$ cat config.mk
export PLATFORM = sky130hd
export DESIGN_NAME = sync_frame_receiver_checksum_core
export DESIGN_NICKNAME = d
export VERILOG_FILES = /design/src/rtl/core/sfr_pkg.sv /design/src/rtl/core/sfr_front.sv /design/src/rtl/core/sfr_fifo.sv /design/src/rtl/core/sfr_back.sv /design/src/rtl/core/sync_frame_receiver_checksum_core.sv
export VERILOG_INCLUDE_DIRS = /design/src /design/src/rtl/core
export SDC_FILE = /design/constraint.sdc
export NUM_CORES = 1
export LEC_CHECK = 0
export BUFFER_PORTS_ARGS = -buffer_cell sky130_fd_sc_hd__buf_2
export CORE_MARGIN = 2
export CORE_UTILIZATION = 60
export CTS_CLUSTER_DIAMETER = 50
export DETAILED_ROUTE_END_ITERATION = 16
export GPL_ROUTABILITY_DRIVEN = 0
export PLACE_DENSITY = 0.77
export SLEW_MARGIN = 15
export SYNTH_ARGS = -nofsm -noshare
export SYNTH_HDL_FRONTEND = slang
export SYNTH_SLANG_ARGS = --single-unit
$ cat constraint.sdc
create_clock -name aclk -period 5.35 [get_ports aclk]
set_input_delay 0.535 -clock aclk [delete_from_list [all_inputs] [get_ports aclk]]
set_output_delay 0.535 -clock aclk [all_outputs]
set_load 0.01 [all_outputs]
$ cat src/rtl/core/sync_frame_receiver_checksum_core_defines.svh
// Assertion helpers for the receiver core.
`ifndef SYNC_FRAME_RECEIVER_CHECKSUM_CORE_DEFINES_SVH
`define SYNC_FRAME_RECEIVER_CHECKSUM_CORE_DEFINES_SVH

// cond must hold at every edge out of reset
`define SFR_ASSERT_ALWAYS(label, cond, msg) \
    label: assert property (@(posedge aclk) disable iff (!aresetn) (cond)) else $error(msg);

// same-cycle implication
`define SFR_ASSERT_IMP(label, ante, cons, msg) \
    label: assert property (@(posedge aclk) disable iff (!aresetn) (ante) |-> (cons)) \
        else $error(msg);

// next-cycle implication
`define SFR_ASSERT_NEXT(label, ante, cons, msg) \
    label: assert property (@(posedge aclk) disable iff (!aresetn) (ante) |=> (cons)) \
        else $error(msg);

`endif

$ cat src/rtl/core/sfr_pkg.sv
package sfr_pkg;

    localparam logic [7:0] SYNC_BYTE  = 8'hAF;
    localparam logic [7:0] FOOT_BYTE  = 8'hFA;
    localparam logic       REQ_RX     = 1'b0;
    localparam logic       REQ_CLEAR  = 1'b1;
    localparam int         MEM_AW_MAX = 6;

    typedef struct packed {
        logic [7:0] device_type;
        logic [7:0] command;
        logic [7:0] valid_length;
    } frame_hdr_t;

    typedef struct packed {
        logic                  en;
        logic [MEM_AW_MAX-1:0] addr;
        logic [7:0]            data;
    } payload_wr_t;

    typedef enum logic [1:0] {
        BACK_IDLE,
        BACK_READ,
        BACK_OUT
    } back_state_t;

endpackage

$ cat src/rtl/core/sfr_front.sv
module sfr_front #(
    parameter int DATA_BYTES = 32
) (
    input  logic                 aclk,
    input  logic                 aresetn,
    input  logic                 s_valid,
    output logic                 s_ready,
    input  logic                 s_req_type,
    input  logic [7:0]           s_rx_byte,
    input  logic                 emit_busy,
    output sfr_pkg::payload_wr_t payload_wr,
    output logic                 hdr_push,
    output sfr_pkg::frame_hdr_t  hdr_data
);

    localparam int FRAME_LEN = DATA_BYTES + 8;
    localparam int SUM_POS   = DATA_BYTES + 5;
    localparam int PW        = $clog2(FRAME_LEN + 1);

    logic [PW-1:0] pos_reg, pos_next;
    logic [7:0]    sum_reg, sum_next;
    logic          pending_reg, pending_next;
    logic [7:0]    type_reg, type_next;
    logic [7:0]    cmd_reg, cmd_next;
    logic [7:0]    len_reg, len_next;
    logic [7:0]    csum_reg, csum_next;
    logic          foot_ok_reg, foot_ok_next;

    logic [PW-1:0] pos_eff;
    logic          accept;
    logic          is_byte;
    logic          good;
    logic          in_payload;

    assign s_ready = !(emit_busy && pos_reg >= PW'(5) && pos_reg < PW'(SUM_POS));
    assign accept  = s_valid && s_ready;
    assign pos_eff = (pos_reg >= PW'(FRAME_LEN)) ? '0 : pos_reg;
    assign is_byte = accept && (s_req_type == sfr_pkg::REQ_RX) && !pending_reg;
    assign good    = (csum_reg == sum_reg) && foot_ok_reg && (s_rx_byte == sfr_pkg::FOOT_BYTE);
    assign in_payload = (pos_eff >= PW'(5)) && (pos_eff < PW'(SUM_POS));

    always_comb begin
        pos_next     = pos_reg;
        sum_next     = sum_reg;
        pending_next = pending_reg;
        type_next    = type_reg;
        cmd_next     = cmd_reg;
        len_next     = len_reg;
        csum_next    = csum_reg;
        foot_ok_next = foot_ok_reg;
        hdr_push     = 1'b0;
        if (accept && s_req_type == sfr_pkg::REQ_CLEAR) begin
            pending_next = 1'b0;
        end else if (is_byte) begin
            if (pos_eff < PW'(2) && s_rx_byte != sfr_pkg::SYNC_BYTE) begin
                pos_next = '0;
                sum_next = '0;
            end else begin
                if (pos_eff < PW'(SUM_POS)) sum_next = sum_reg + s_rx_byte;
                if (pos_eff == PW'(2)) type_next = s_rx_byte;
                if (pos_eff == PW'(3)) cmd_next = s_rx_byte;
                if (pos_eff == PW'(4)) len_next = s_rx_byte;
                if (pos_eff == PW'(SUM_POS)) csum_next = s_rx_byte;
                if (pos_eff == PW'(SUM_POS + 1)) begin
                    foot_ok_next = (s_rx_byte == sfr_pkg::FOOT_BYTE);
                end
                if (pos_eff == PW'(FRAME_LEN - 1)) begin
                    pos_next = '0;
                    sum_next = '0;
                    if (good) begin
                        pending_next = 1'b1;
                        hdr_push     = 1'b1;
                    end
                end else begin
                    pos_next = pos_eff + PW'(1);
                end
            end
        end
    end

    always_comb begin
        payload_wr.en   = is_byte && in_payload;
        payload_wr.addr = sfr_pkg::MEM_AW_MAX'(pos_eff - PW'(5));
        payload_wr.data = s_rx_byte;
        hdr_data.device_type  = type_reg;
        hdr_data.command      = cmd_reg;
        hdr_data.valid_length = len_reg;
    end

    always_ff @(posedge aclk) begin
        if (!aresetn) begin
            pos_reg     <= '0;
            sum_reg     <= '0;
            pending_reg <= 1'b0;
        end else begin
            pos_reg     <= pos_next;
            sum_reg     <= sum_next;
            pending_reg <= pending_next;
        end
        type_reg    <= type_next;
        cmd_reg     <= cmd_next;
        len_reg     <= len_next;
        csum_reg    <= csum_next;
        foot_ok_reg <= foot_ok_next;
    end

endmodule

$ cat src/rtl/core/sfr_fifo.sv
module sfr_fifo (
    input  logic                aclk,
    input  logic                aresetn,
    input  logic                push_valid,
    output logic                push_ready,
    input  sfr_pkg::frame_hdr_t push_data,
    output logic                pop_valid,
    input  logic                pop_ready,
    output sfr_pkg::frame_hdr_t pop_data
);

    sfr_pkg::frame_hdr_t entry_reg [2];
    logic                wr_ptr_reg, wr_ptr_next;
    logic                rd_ptr_reg, rd_ptr_next;
    logic [1:0]          count_reg, count_next;
    logic                do_push, do_pop;

    assign push_ready = (count_reg != 2'd2);
    assign pop_valid  = (count_reg != 2'd0);
    assign pop_data   = entry_reg[rd_ptr_reg];
    assign do_push    = push_valid && push_ready;
    assign do_pop     = pop_valid && pop_ready;

    always_comb begin
        wr_ptr_next = do_push ? !wr_ptr_reg : wr_ptr_reg;
        rd_ptr_next = do_pop ? !rd_ptr_reg : rd_ptr_reg;
        count_next  = count_reg + {1'b0, do_push} - {1'b0, do_pop};
    end

    always_ff @(posedge aclk) begin
        if (!aresetn) begin
            wr_ptr_reg <= 1'b0;
            rd_ptr_reg <= 1'b0;
            count_reg  <= 2'd0;
        end else begin
            wr_ptr_reg <= wr_ptr_next;
            rd_ptr_reg <= rd_ptr_next;
            count_reg  <= count_next;
        end
        if (do_push) entry_reg[wr_ptr_reg] <= push_data;
    end

endmodule

$ cat src/rtl/core/sfr_back.sv
module sfr_back #(
    parameter int DATA_BYTES = 32
) (
    input  logic                 aclk,
    input  logic                 aresetn,
    input  sfr_pkg::payload_wr_t payload_wr,
    input  logic                 q_valid,
    output logic                 q_ready,
    input  sfr_pkg::frame_hdr_t  q_data,
    output logic                 busy,
    output logic                 m_valid,
    input  logic                 m_ready,
    output logic [7:0]           m_device_type,
    output logic [7:0]           m_command,
    output logic [7:0]           m_valid_length,
    output logic [4:0]           m_byte_index,
    output logic [7:0]           m_payload_byte,
    output logic                 m_last
);

    localparam int AW = (DATA_BYTES > 1) ? $clog2(DATA_BYTES) : 1;

    logic [7:0] mem [DATA_BYTES];
    logic [7:0] rdata_reg;

    sfr_pkg::back_state_t state_reg, state_next;
    sfr_pkg::frame_hdr_t  hdr_reg, hdr_next;
    logic [AW-1:0]        idx_reg, idx_next;

    logic                 out_valid_reg, out_valid_next;
    sfr_pkg::frame_hdr_t  out_hdr_reg, out_hdr_next;
    logic [4:0]           out_index_reg, out_index_next;
    logic [7:0]           out_data_reg, out_data_next;
    logic                 out_last_reg, out_last_next;

    logic       out_free;
    logic       load;
    logic       at_last;
    logic [7:0] idx_wide;

    assign out_free = !out_valid_reg || m_ready;
    assign at_last  = (idx_reg == AW'(DATA_BYTES - 1));
    assign idx_wide = 8'(idx_reg);

    always_comb begin
        state_next = state_reg;
        case (state_reg)
            sfr_pkg::BACK_IDLE: if (q_valid) state_next = sfr_pkg::BACK_READ;
            sfr_pkg::BACK_READ: state_next = sfr_pkg::BACK_OUT;
            sfr_pkg::BACK_OUT: begin
                if (out_free) state_next = at_last ? sfr_pkg::BACK_IDLE : sfr_pkg::BACK_READ;
            end
            default: state_next = sfr_pkg::BACK_IDLE;
        endcase
    end

    always_comb begin
        q_ready = (state_reg == sfr_pkg::BACK_IDLE);
        busy    = (state_reg != sfr_pkg::BACK_IDLE);
        load    = (state_reg == sfr_pkg::BACK_OUT) && out_free;
        hdr_next = hdr_reg;
        idx_next = idx_reg;
        if (q_valid && q_ready) begin
            hdr_next = q_data;
            idx_next = '0;
        end else if (load && !at_last) begin
            idx_next = idx_reg + AW'(1);
        end
        out_hdr_next   = out_hdr_reg;
        out_index_next = out_index_reg;
        out_data_next  = out_data_reg;
        out_last_next  = out_last_reg;
        if (load) begin
            out_valid_next = 1'b1;
            out_hdr_next   = hdr_reg;
            out_index_next = idx_wide[4:0];
            out_data_next  = rdata_reg;
            out_last_next  = at_last;
        end else begin
            out_valid_next = out_valid_reg && !m_ready;
        end
    end

    always_ff @(posedge aclk) begin
        if (payload_wr.en) mem[payload_wr.addr[AW-1:0]] <= payload_wr.data;
        rdata_reg <= mem[idx_reg];
    end

    always_ff @(posedge aclk) begin
        if (!aresetn) begin
            state_reg     <= sfr_pkg::BACK_IDLE;
            out_valid_reg <= 1'b0;
        end else begin
            state_reg     <= state_next;
            out_valid_reg <= out_valid_next;
        end
        hdr_reg       <= hdr_next;
        idx_reg       <= idx_next;
        out_hdr_reg   <= out_hdr_next;
        out_index_reg <= out_index_next;
        out_data_reg  <= out_data_next;
        out_last_reg  <= out_last_next;
    end

    assign m_valid        = out_valid_reg;
    assign m_device_type  = out_hdr_reg.device_type;
    assign m_command      = out_hdr_reg.command;
    assign m_valid_length = out_hdr_reg.valid_length;
    assign m_byte_index   = out_index_reg;
    assign m_payload_byte = out_data_reg;
    assign m_last         = out_last_reg;

endmodule

$ cat src/rtl/core/sync_frame_receiver_checksum_core.sv
// Sync-framed serial receiver. Each word is either a received byte or a request to
// clear the frame-pending flag; bytes build a frame of AF AF, type, command, length,
// DATA_BYTES payload bytes, an 8-bit additive checksum and an FA FA footer. A good
// frame sets the pending flag (bytes are dropped until a clear) and comes out as
// DATA_BYTES words, the final one marked with m_last. Input words are taken one per
// cycle while s_ready is high. Each result passes through the emitter's two steps
// (payload memory read, then output register load); a payload byte of the next
// frame waits while the previous frame still reads the memory.
`include "sync_frame_receiver_checksum_core_defines.svh"

module sync_frame_receiver_checksum_core #(
    parameter int DATA_BYTES = 32
) (
    input  logic       aclk,
    input  logic       aresetn,
    input  logic       s_valid,
    output logic       s_ready,
    input  logic       s_req_type,
    input  logic [7:0] s_rx_byte,
    output logic       m_valid,
    input  logic       m_ready,
    output logic [7:0] m_device_type,
    output logic [7:0] m_command,
    output logic [7:0] m_valid_length,
    output logic [4:0] m_byte_index,
    output logic [7:0] m_payload_byte,
    output logic       m_last
);

    sfr_pkg::payload_wr_t payload_wr;
    sfr_pkg::frame_hdr_t  hdr_data;
    sfr_pkg::frame_hdr_t  q_data;
    logic                 hdr_push;
    logic                 fifo_push_ready;
    logic                 fifo_pop_valid;
    logic                 fifo_pop_ready;
    logic                 back_busy;
    logic                 emit_busy;

    assign emit_busy = back_busy || fifo_pop_valid;

    sfr_front #(
        .DATA_BYTES(DATA_BYTES)
    ) u_front (
        .aclk       (aclk),
        .aresetn    (aresetn),
        .s_valid    (s_valid),
        .s_ready    (s_ready),
        .s_req_type (s_req_type),
        .s_rx_byte  (s_rx_byte),
        .emit_busy  (emit_busy),
        .payload_wr (payload_wr),
        .hdr_push   (hdr_push),
        .hdr_data   (hdr_data)
    );

    sfr_fifo u_fifo (
        .aclk       (aclk),
        .aresetn    (aresetn),
        .push_valid (hdr_push),
        .push_ready (fifo_push_ready),
        .push_data  (hdr_data),
        .pop_valid  (fifo_pop_valid),
        .pop_ready  (fifo_pop_ready),
        .pop_data   (q_data)
    );

    sfr_back #(
        .DATA_BYTES(DATA_BYTES)
    ) u_back (
        .aclk           (aclk),
        .aresetn        (aresetn),
        .payload_wr     (payload_wr),
        .q_valid        (fifo_pop_valid),
        .q_ready        (fifo_pop_ready),
        .q_data         (q_data),
        .busy           (back_busy),
        .m_valid        (m_valid),
        .m_ready        (m_ready),
        .m_device_type  (m_device_type),
        .m_command      (m_command),
        .m_valid_length (m_valid_length),
        .m_byte_index   (m_byte_index),
        .m_payload_byte (m_payload_byte),
        .m_last         (m_last)
    );

    `SFR_ASSERT_IMP(a_push_has_room, hdr_push, fifo_push_ready, "frame queue overflow")
    `SFR_ASSERT_ALWAYS(a_no_payload_overwrite, !(payload_wr.en && emit_busy), "payload clobbered")
    `SFR_ASSERT_NEXT(a_push_lands, hdr_push, fifo_pop_valid, "queued frame missing")

endmodule

==> results of run 1 <==
## cells in the final DEF, fill, tap and decap left out, types with 3 or more instances in the layout
| cell type | instances |
|---|---|
| sky130_fd_sc_hd__a21oi_1 | 14 |
| sky130_fd_sc_hd__a22oi_1 | 8 |
| sky130_fd_sc_hd__and2_1 | 5 |
| sky130_fd_sc_hd__and3_1 | 3 |
| sky130_fd_sc_hd__and4_1 | 4 |
| sky130_fd_sc_hd__buf_2 | 52 |
| sky130_fd_sc_hd__buf_4 | 11 |
| sky130_fd_sc_hd__clkbuf_1 | 11 |
| sky130_fd_sc_hd__clkbuf_16 | 45 |
| sky130_fd_sc_hd__clkinv_1 | 9 |
| sky130_fd_sc_hd__clkinv_2 | 5 |
| sky130_fd_sc_hd__clkinvlp_4 | 4 |
| sky130_fd_sc_hd__dfxtp_1 | 32 |
| sky130_fd_sc_hd__edfxtp_1 | 399 |
| sky130_fd_sc_hd__ha_1 | 16 |
| sky130_fd_sc_hd__inv_1 | 13 |
| sky130_fd_sc_hd__mux2_2 | 32 |
| sky130_fd_sc_hd__mux4_2 | 80 |
| sky130_fd_sc_hd__nand2_1 | 26 |
| sky130_fd_sc_hd__nand2_4 | 4 |
| sky130_fd_sc_hd__nand2b_1 | 5 |
| sky130_fd_sc_hd__nand3_1 | 8 |
| sky130_fd_sc_hd__nand4_1 | 3 |
| sky130_fd_sc_hd__nor2_1 | 63 |
| sky130_fd_sc_hd__nor2b_1 | 4 |
| sky130_fd_sc_hd__nor4_1 | 5 |
| sky130_fd_sc_hd__o21ai_0 | 8 |
| sky130_fd_sc_hd__o22ai_1 | 3 |
| sky130_fd_sc_hd__or2_2 | 3 |
| sky130_fd_sc_hd__xnor2_1 | 9 |
| sky130_fd_sc_hd__xor2_1 | 14 |
## report_power, final
group	total, mW	internal, mW	switching [mW]
sequential	3.79	3.72	0.0737
combinational	0.593	0.320	0.273
clock	2.80	1.59	1.21
## logic make-up after synthesis
logic type,synth area share [%]
DFF,76.4
and+or+nand+nor,4.54
muxes,13.1
AOI/OAI and AO/OA,2.05
buffers and inverters,1.33
xor gates and xnor gates,1.21
adders and majority gates,1.33
## how the worst max path moves through the flow
stage	slack, ns	cells past startpoint	start	to
6_report	1.73	9	u_front.pos_reg[3]	u_back.mem[4][2]
5_1_grt	1.47	9	u_front.pos_reg[3]	u_fifo.entry_reg[1][3]
4_1_cts	1.77	9	u_front.pos_reg[3]	u_back.mem[24][3]
3_5_place_dp	1.60	7	s_rx_byte[7]	u_fifo.entry_reg[0][13]
3_3_place_gp	1.69	7	s_rx_byte[7]	u_fifo.entry_reg[0][11]
2_1_floorplan	1.67	8	u_fifo.count_reg[1]	u_fifo.count_reg[1]
## cells in the mapped netlist, types with 2 or more instances
| master | number |
|---|---|
| sky130_fd_sc_hd__edfxtp_1 | 399 |
| sky130_fd_sc_hd__mux4_2 | 80 |
| sky130_fd_sc_hd__nor2_1 | 64 |
| sky130_fd_sc_hd__dfxtp_1 | 35 |
| sky130_fd_sc_hd__mux2_2 | 32 |
| sky130_fd_sc_hd__nand2_1 | 26 |
| sky130_fd_sc_hd__clkbuf_1 | 18 |
| sky130_fd_sc_hd__ha_1 | 16 |
| sky130_fd_sc_hd__a21oi_1 | 14 |
| sky130_fd_sc_hd__xor2_1 | 14 |
| sky130_fd_sc_hd__inv_1 | 13 |
| sky130_fd_sc_hd__xnor2_1 | 9 |
| sky130_fd_sc_hd__a22oi_1 | 8 |
| sky130_fd_sc_hd__nand3_1 | 8 |
| sky130_fd_sc_hd__o21ai_0 | 8 |
| sky130_fd_sc_hd__buf_6 | 6 |
| sky130_fd_sc_hd__and2_1 | 5 |
| sky130_fd_sc_hd__buf_2 | 5 |
| sky130_fd_sc_hd__nand2b_1 | 5 |
| sky130_fd_sc_hd__nor4_1 | 5 |
| sky130_fd_sc_hd__and4_1 | 4 |
| sky130_fd_sc_hd__nand2_4 | 4 |
| sky130_fd_sc_hd__nor2b_1 | 4 |
| sky130_fd_sc_hd__and3_1 | 3 |
| sky130_fd_sc_hd__nand4_1 | 3 |
| sky130_fd_sc_hd__nor3_1 | 3 |
| sky130_fd_sc_hd__o22ai_1 | 3 |
| sky130_fd_sc_hd__or2_2 | 3 |
| sky130_fd_sc_hd__a32oi_1 | 2 |
| sky130_fd_sc_hd__mux2i_1 | 2 |
| sky130_fd_sc_hd__nor4b_1 | 2 |
| sky130_fd_sc_hd__o21a_1 | 2 |
| sky130_fd_sc_hd__o21ai_1 | 2 |
| sky130_fd_sc_hd__or4_1 | 2 |
## metal layers
layer,routed length [um],up-vias,track usage [%]
li1,-,3472,-
met3,1840,54,3.63
met2,15700,272,37.7
met1,13400,4061,32.7
met5,0,-,0
met4,740,0,6.17
## area by class of cell
cell class | instances | share of cell area (%)
clock buffers | 56 | 6.29
clock inverters | 22 | 0.796
inverters | 13 | 0.263
multi-input cells | 352 | 20.0
flip-flops and latches | 434 | 68.4
well taps | 341 | 2.30
repair buffers | 64 | 1.96
## per-stage QoR
step | setup WS, ns | instance area (um^2) | std cells | utilization [%]
6_report | 1.73 | 18600 | 1282 | 68.6
5_1_grt | 1.47 | 18600 | 1282 | 68.6
4_1_cts | 1.77 | 18500 | 1281 | 68.6
3_5_place_dp | 1.60 | 17200 | 1203 | 63.7
3_3_place_gp | 1.69 | 17200 | 1203 | 63.7
2_1_floorplan | 1.67 | 16600 | 830 | -
==> flow_summary.yaml, run 1 <==
clock_tree:
  hold_buffers: 0
  clkSlewWorstSetupHoldPaths_ns: 0.06
  cts.repair.resized: 0
  clock_sinks: 434
  ctsRootBufferMaster: "sky130_fd_sc_hd__clkbuf_16"
  tritoncts: "built"
  cts_post_setup_buffers_inserted: 0
  clkLatencyLatePin_ns: 0.54
  cts_buffer_depth: 3
  cts_buffers: 43
  htree_num_levels: 2
global_route:
  wire_length_of_the_first_global_routing_pass_mm: 48.4
  gr-usage-all-layers_pct: 23.0
  first_global_vias: 7815
  grt_overflow_total: 0
  grt_start_max_net_pins: 68
  number_of_antenna_violations_at_the_first_check_in_global_routing: 0
synth:
  postSynth.topFlopCell: "sky130_fd_sc_hd__edfxtp_1"
  mappedNetlistArea_um2: 16600
  mappedNetlistNets: 860
  netlist_top_cells_area: "sky130_fd_sc_hd__edfxtp_1 (72%), sky130_fd_sc_hd__mux4_2 (11%), sky130_fd_sc_hd__dfxtp_1 (4.2%), sky130_fd_sc_hd__mux2_2 (2.2%), sky130_fd_sc_hd__nor2_1 (1.4%)"
  asyncSetResetFlopFracSynth_pct: 0
  synth_top_area_share_pct: 72.2
  synth_sequential_area_ratio_pct: 76.4
  synth_top_area_cell: "sky130_fd_sc_hd__edfxtp_1"
  count_of_warnings_emitted_by_yosys: 0
  postSynthAreaPerCell_um2: 20.0
  ys_types: 55
  synth_edf_count: 399
  postSynthRegisterBits: 434
  syn-instance-count: 830
timing:
  setup_repair_after_global_routing_missed_its_margin: "no"
  slew_headroom_pct: 26.3
  final.min_clock_period_ns: 3.62
  tns_ns: 0
  setup_viol_count_final: 0
  maximum_clock_frequency_mhz: 276
  timing.clock.skew_ns: 0.0184
  final-hold-violation-count: 0
  finalHoldWorstSlack_ns: 0.277
  final.period_utilization_pct: 67.7
  worst_pin_slew_ns: 1.10
  slew_violations: 0
setup_path:
  timing.critical_path.required_ns: 5.50
  worstSetupStartpointType: "register"
  regToRegStartpoint: "u_front.pos_reg[3]"
  critical_path.reg2reg.endpoint: "u_back.mem[4][2]"
  critPathSlowestCell: "sky130_fd_sc_hd__nor2_1"
  cp.buffers_inverters: 1
  worst-endpoint-arrival_ns: 3.77
  crit_top_cell: "sky130_fd_sc_hd__nand2_1"
  critical_path.max_stage_delay_ns: 0.72
  cp_top_family: "simple AND/OR/NAND/NOR gates"
  worst-setup-path-type: "register to register"
  crit_fanout: 14
  worst-r2r-cell-count: 9
  worst_setup_path_end_kind: "register"
  timing.critical_path.cells: "o21ai_2 -> nand2_1 -> ha_1 -> inv_1 -> nand2_1 -> a21oi_1 -> a311oi_4 -> nand2_4 -> nor2_1"
  r2r_slack_ns: 1.73
finish:
  regArea_um2: 12700
  largest_register_ffs: 256
  antenna-diode-count: 0
  flow.area_growth_from_synthesis_pct: 11.8
  post_route_cells_drive_above_1_share_pct: 26.9
  final_nets: 938
  n_fill_cell: 1666
  multi_input_gate_area_um2: 3710
die:
  die_w_um: 170
  floorplan.initialDensity_pct: 61.4
  coreArea_um2: 27000
  core.rowCount: 60
  num_io_pins: 53
  die_height_um: 170
  die-area_um2: 29000
power_and_ir_drop:
  pwr_density_cell_nw_per_um2: 387
  leakage_power_nw: 6.05
  vdd.ir_drop.worst_mv: 0.307
  finalPower_mw: 7.19
drt:
  postRouteWirelength_mm: 31.7
  final_ant_viol_nets: 0
  post_detailed_route_wirelength_per_cell_um: 24.7
  vias: 7859
  viasPerCell: 6.13
  drc_errors: 0
  drt_iter0_markers: 971
  firstDrtPassIters: 5
min_path:
  hold_path_startpoint: "aresetn"
  min_delay_worst_endpoint: "u_fifo.count_reg[0]"
  hp-class: "primary input to register"
  min_path_cells: 2
job:
  drv.max_cap_violation_count: 0
placement:
  place.port_buffers: 52
  dp_hpwl_mm: 19.1
run_status:
  status: "finished, final reports clean"
Power figures use the tool's default switching activity.
==> run 2, diff against run 1 <==
==> constraint.sdc (replaced) <==
create_clock -name aclk -period 3.6 [get_ports aclk]
set_input_delay 0.36 -clock aclk [delete_from_list [all_inputs] [get_ports aclk]]
set_output_delay 0.36 -clock aclk [all_outputs]
set_load 0.01 [all_outputs]
==> flow_summary.yaml, run 2 (synthesis results as in run 1) <==
global_route:
  grt_overflow_total: 0
  gr-usage-all-layers_pct: 23.4
  wire_length_of_the_first_global_routing_pass_mm: 49.4
  number_of_antenna_violations_at_the_first_check_in_global_routing: 2
  first_global_vias: 8272
  grt_start_max_net_pins: 67
timing:
  setup_repair_after_global_routing_missed_its_margin: "no"
  slew_headroom_pct: 51.2
  tns_ns: 0
  worst_pin_slew_ns: 0.731
  final-hold-violation-count: 0
  final.setup.worst_slack_ns: 0.406
  final.min_clock_period_ns: 3.19
  slew_violations: 0
  final.period_utilization_pct: 88.7
  timing.clock.skew_ns: 0.0164
  finalHoldWorstSlack_ns: 0.0797
  setup_viol_count_final: 0
  maximum_clock_frequency_mhz: 313
drt:
  vias: 8050
  drc_errors: 0
  post_detailed_route_wirelength_per_cell_um: 24.2
  firstDrtPassIters: 4
  viasPerCell: 6.07
  drt_iter0_markers: 992
  postRouteWirelength_mm: 32.2
  final_ant_viol_nets: 0
setup_path:
  worst-r2r-cell-count: 10
  worst_setup_path_end_kind: "register"
  r2r_slack_ns: 0.41
  crit_fanout: 24
  critical_path.reg2reg.endpoint: "u_fifo.entry_reg[0][12]"
  worst-setup-path-type: "register to register"
  critical_path.max_stage_delay_ns: 0.45
  worst-endpoint-arrival_ns: 3.39
  cp.buffers_inverters: 3
  regToRegStartpoint: "u_front.pos_reg[3]"
  timing.critical_path.required_ns: 3.80
  timing.critical_path.cells: "o21ai_2 -> nand2_1 -> inv_1 -> ha_1 -> nand2_1 -> nor4_1 -> nand4_1 -> or3_1 -> inv_1 -> buf_4"
  worstSetupStartpointType: "register"
  critPathSlowestCell: "sky130_fd_sc_hd__dfxtp_1"
  cp_top_family: "simple AND/OR/NAND/NOR gates"
clock_tree:
  cts_buffers: 45
  ctsRootBufferMaster: "sky130_fd_sc_hd__clkbuf_16"
  clkSlewWorstSetupHoldPaths_ns: 0.06
  clkLatencyLatePin_ns: 0.53
  cts_post_setup_buffers_inserted: 0
  cts.repair.resized: 0
  cts_buffer_depth: 3
  hold_buffers: 0
  tritoncts: "built"
  htree_num_levels: 2
  clock_sinks: 434
power_and_ir_drop:
  total_switching_power_mw: 2.37
  leakage_power_nw: 6.35
  power_frac_seq_pct: 50.7
  combPwrFrac_pct: 8.7
  power.share.switching_pct: 21.5
  pwr_density_cell_nw_per_um2: 579
  power_report.internal_total_mw: 8.67
  portion_of_total_power_attributed_to_the_clock_network_pct: 40.7
  finalPower_mw: 11.0
  vdd.ir_drop.worst_mv: 0.428
finish:
  final_common_cell: "sky130_fd_sc_hd__edfxtp_1"
  largest_register_ffs: 256
  final_nets: 980
  post_route_cells_drive_above_1_share_pct: 30.6
  flow.area_growth_from_synthesis_pct: 14.8
  final_cell_mix: "sky130_fd_sc_hd__edfxtp_1 (399), sky130_fd_sc_hd__mux4_2 (80), sky130_fd_sc_hd__nor2_1 (62), sky130_fd_sc_hd__buf_2 (52), sky130_fd_sc_hd__buf_4 (48)"
min_path:
  hold_path_startpoint: "aresetn"
  min_path_cells: 2
  hp-class: "primary input to register"
  min_delay_worst_endpoint: "u_fifo.count_reg[0]"
die:
  core.rowCount: 60
  coreArea_um2: 27000
  die_w_um: 170
  num_io_pins: 53
  die-area_um2: 29000
  floorplan.initialDensity_pct: 61.4
  die_height_um: 170
placement:
  place.port_buffers: 52
  pre_cts_slack_ns: 0.349
  dp_hpwl_mm: 19.3
job:
  drv.max_cap_violation_count: 0
run_status:
  status: "finished, final reports clean"
run 2: worst max path at each step:
stage,from,to,slack [ns],cells after the start
5_1_grt,u_front.pos_reg[3],u_fifo.entry_reg[0][10],0.11,10
4_1_cts,u_front.pos_reg[3],u_back.mem[18][6],0.32,9
2_1_floorplan,u_front.pos_reg[4],u_fifo.entry_reg[0][0],0.66,10
6_report,u_front.pos_reg[3],u_fifo.entry_reg[0][12],0.41,10
3_5_place_dp,u_front.pos_reg[3],u_back.mem[18][3],0.35,9
3_3_place_gp,u_front.pos_reg[3],u_back.mem[18][3],0.49,9
run 2: per-layer routing:
metal | part of all wire [%] | GRT usage (%)
met1 | 40 | 31.1
met2 | 52 | 40.2
met3 | 5.8 | 4.00
met4 | 2.8 | 7.13
met5 | 0 | 0
run 2: power groups by stage:
stage	logic, mW	registers [mW]	clock network, mW
after detailed placement	0.954	5.71	0
final	0.956	5.59	4.49
after global routing	1.01	5.60	4.76
after global placement	0.941	5.70	0
after floorplan	0.715	5.64	0
after CTS	0.969	5.60	4.57
run 2: layout make-up:
type	count	area (um^2)
antenna	1	2.50
sequential	434	12700
inverter	13	48.8
clock buffer	57	1250
timing repair buffer	104	701
tap	341	427
multi-input combinational	352	3720
clock inverter	25	218
fill	1621	7970
run 2: worst register-to-register path, delay by kind of cell, from the launching register on:
kind / cells / cell delay [ns]
AOI/OAI and AO/OA: 1 / 0.36
DFF: 1 / 0.45
adders and majority gates: 1 / 0.30
and+or+nand+nor: 5 / 1.22
buffers and inverters: 3 / 0.52
run 2: metrics by stage:
step           cell area [um^2]  instances  utilization (%)
2_1_floorplan             16600        830                -
3_3_place_gp              17600       1243             65.0
3_5_place_dp              17600       1243             65.0
4_1_cts                   19000       1325             70.4
5_1_grt                   19100       1327             70.5
6_report                  19100       1327             70.5
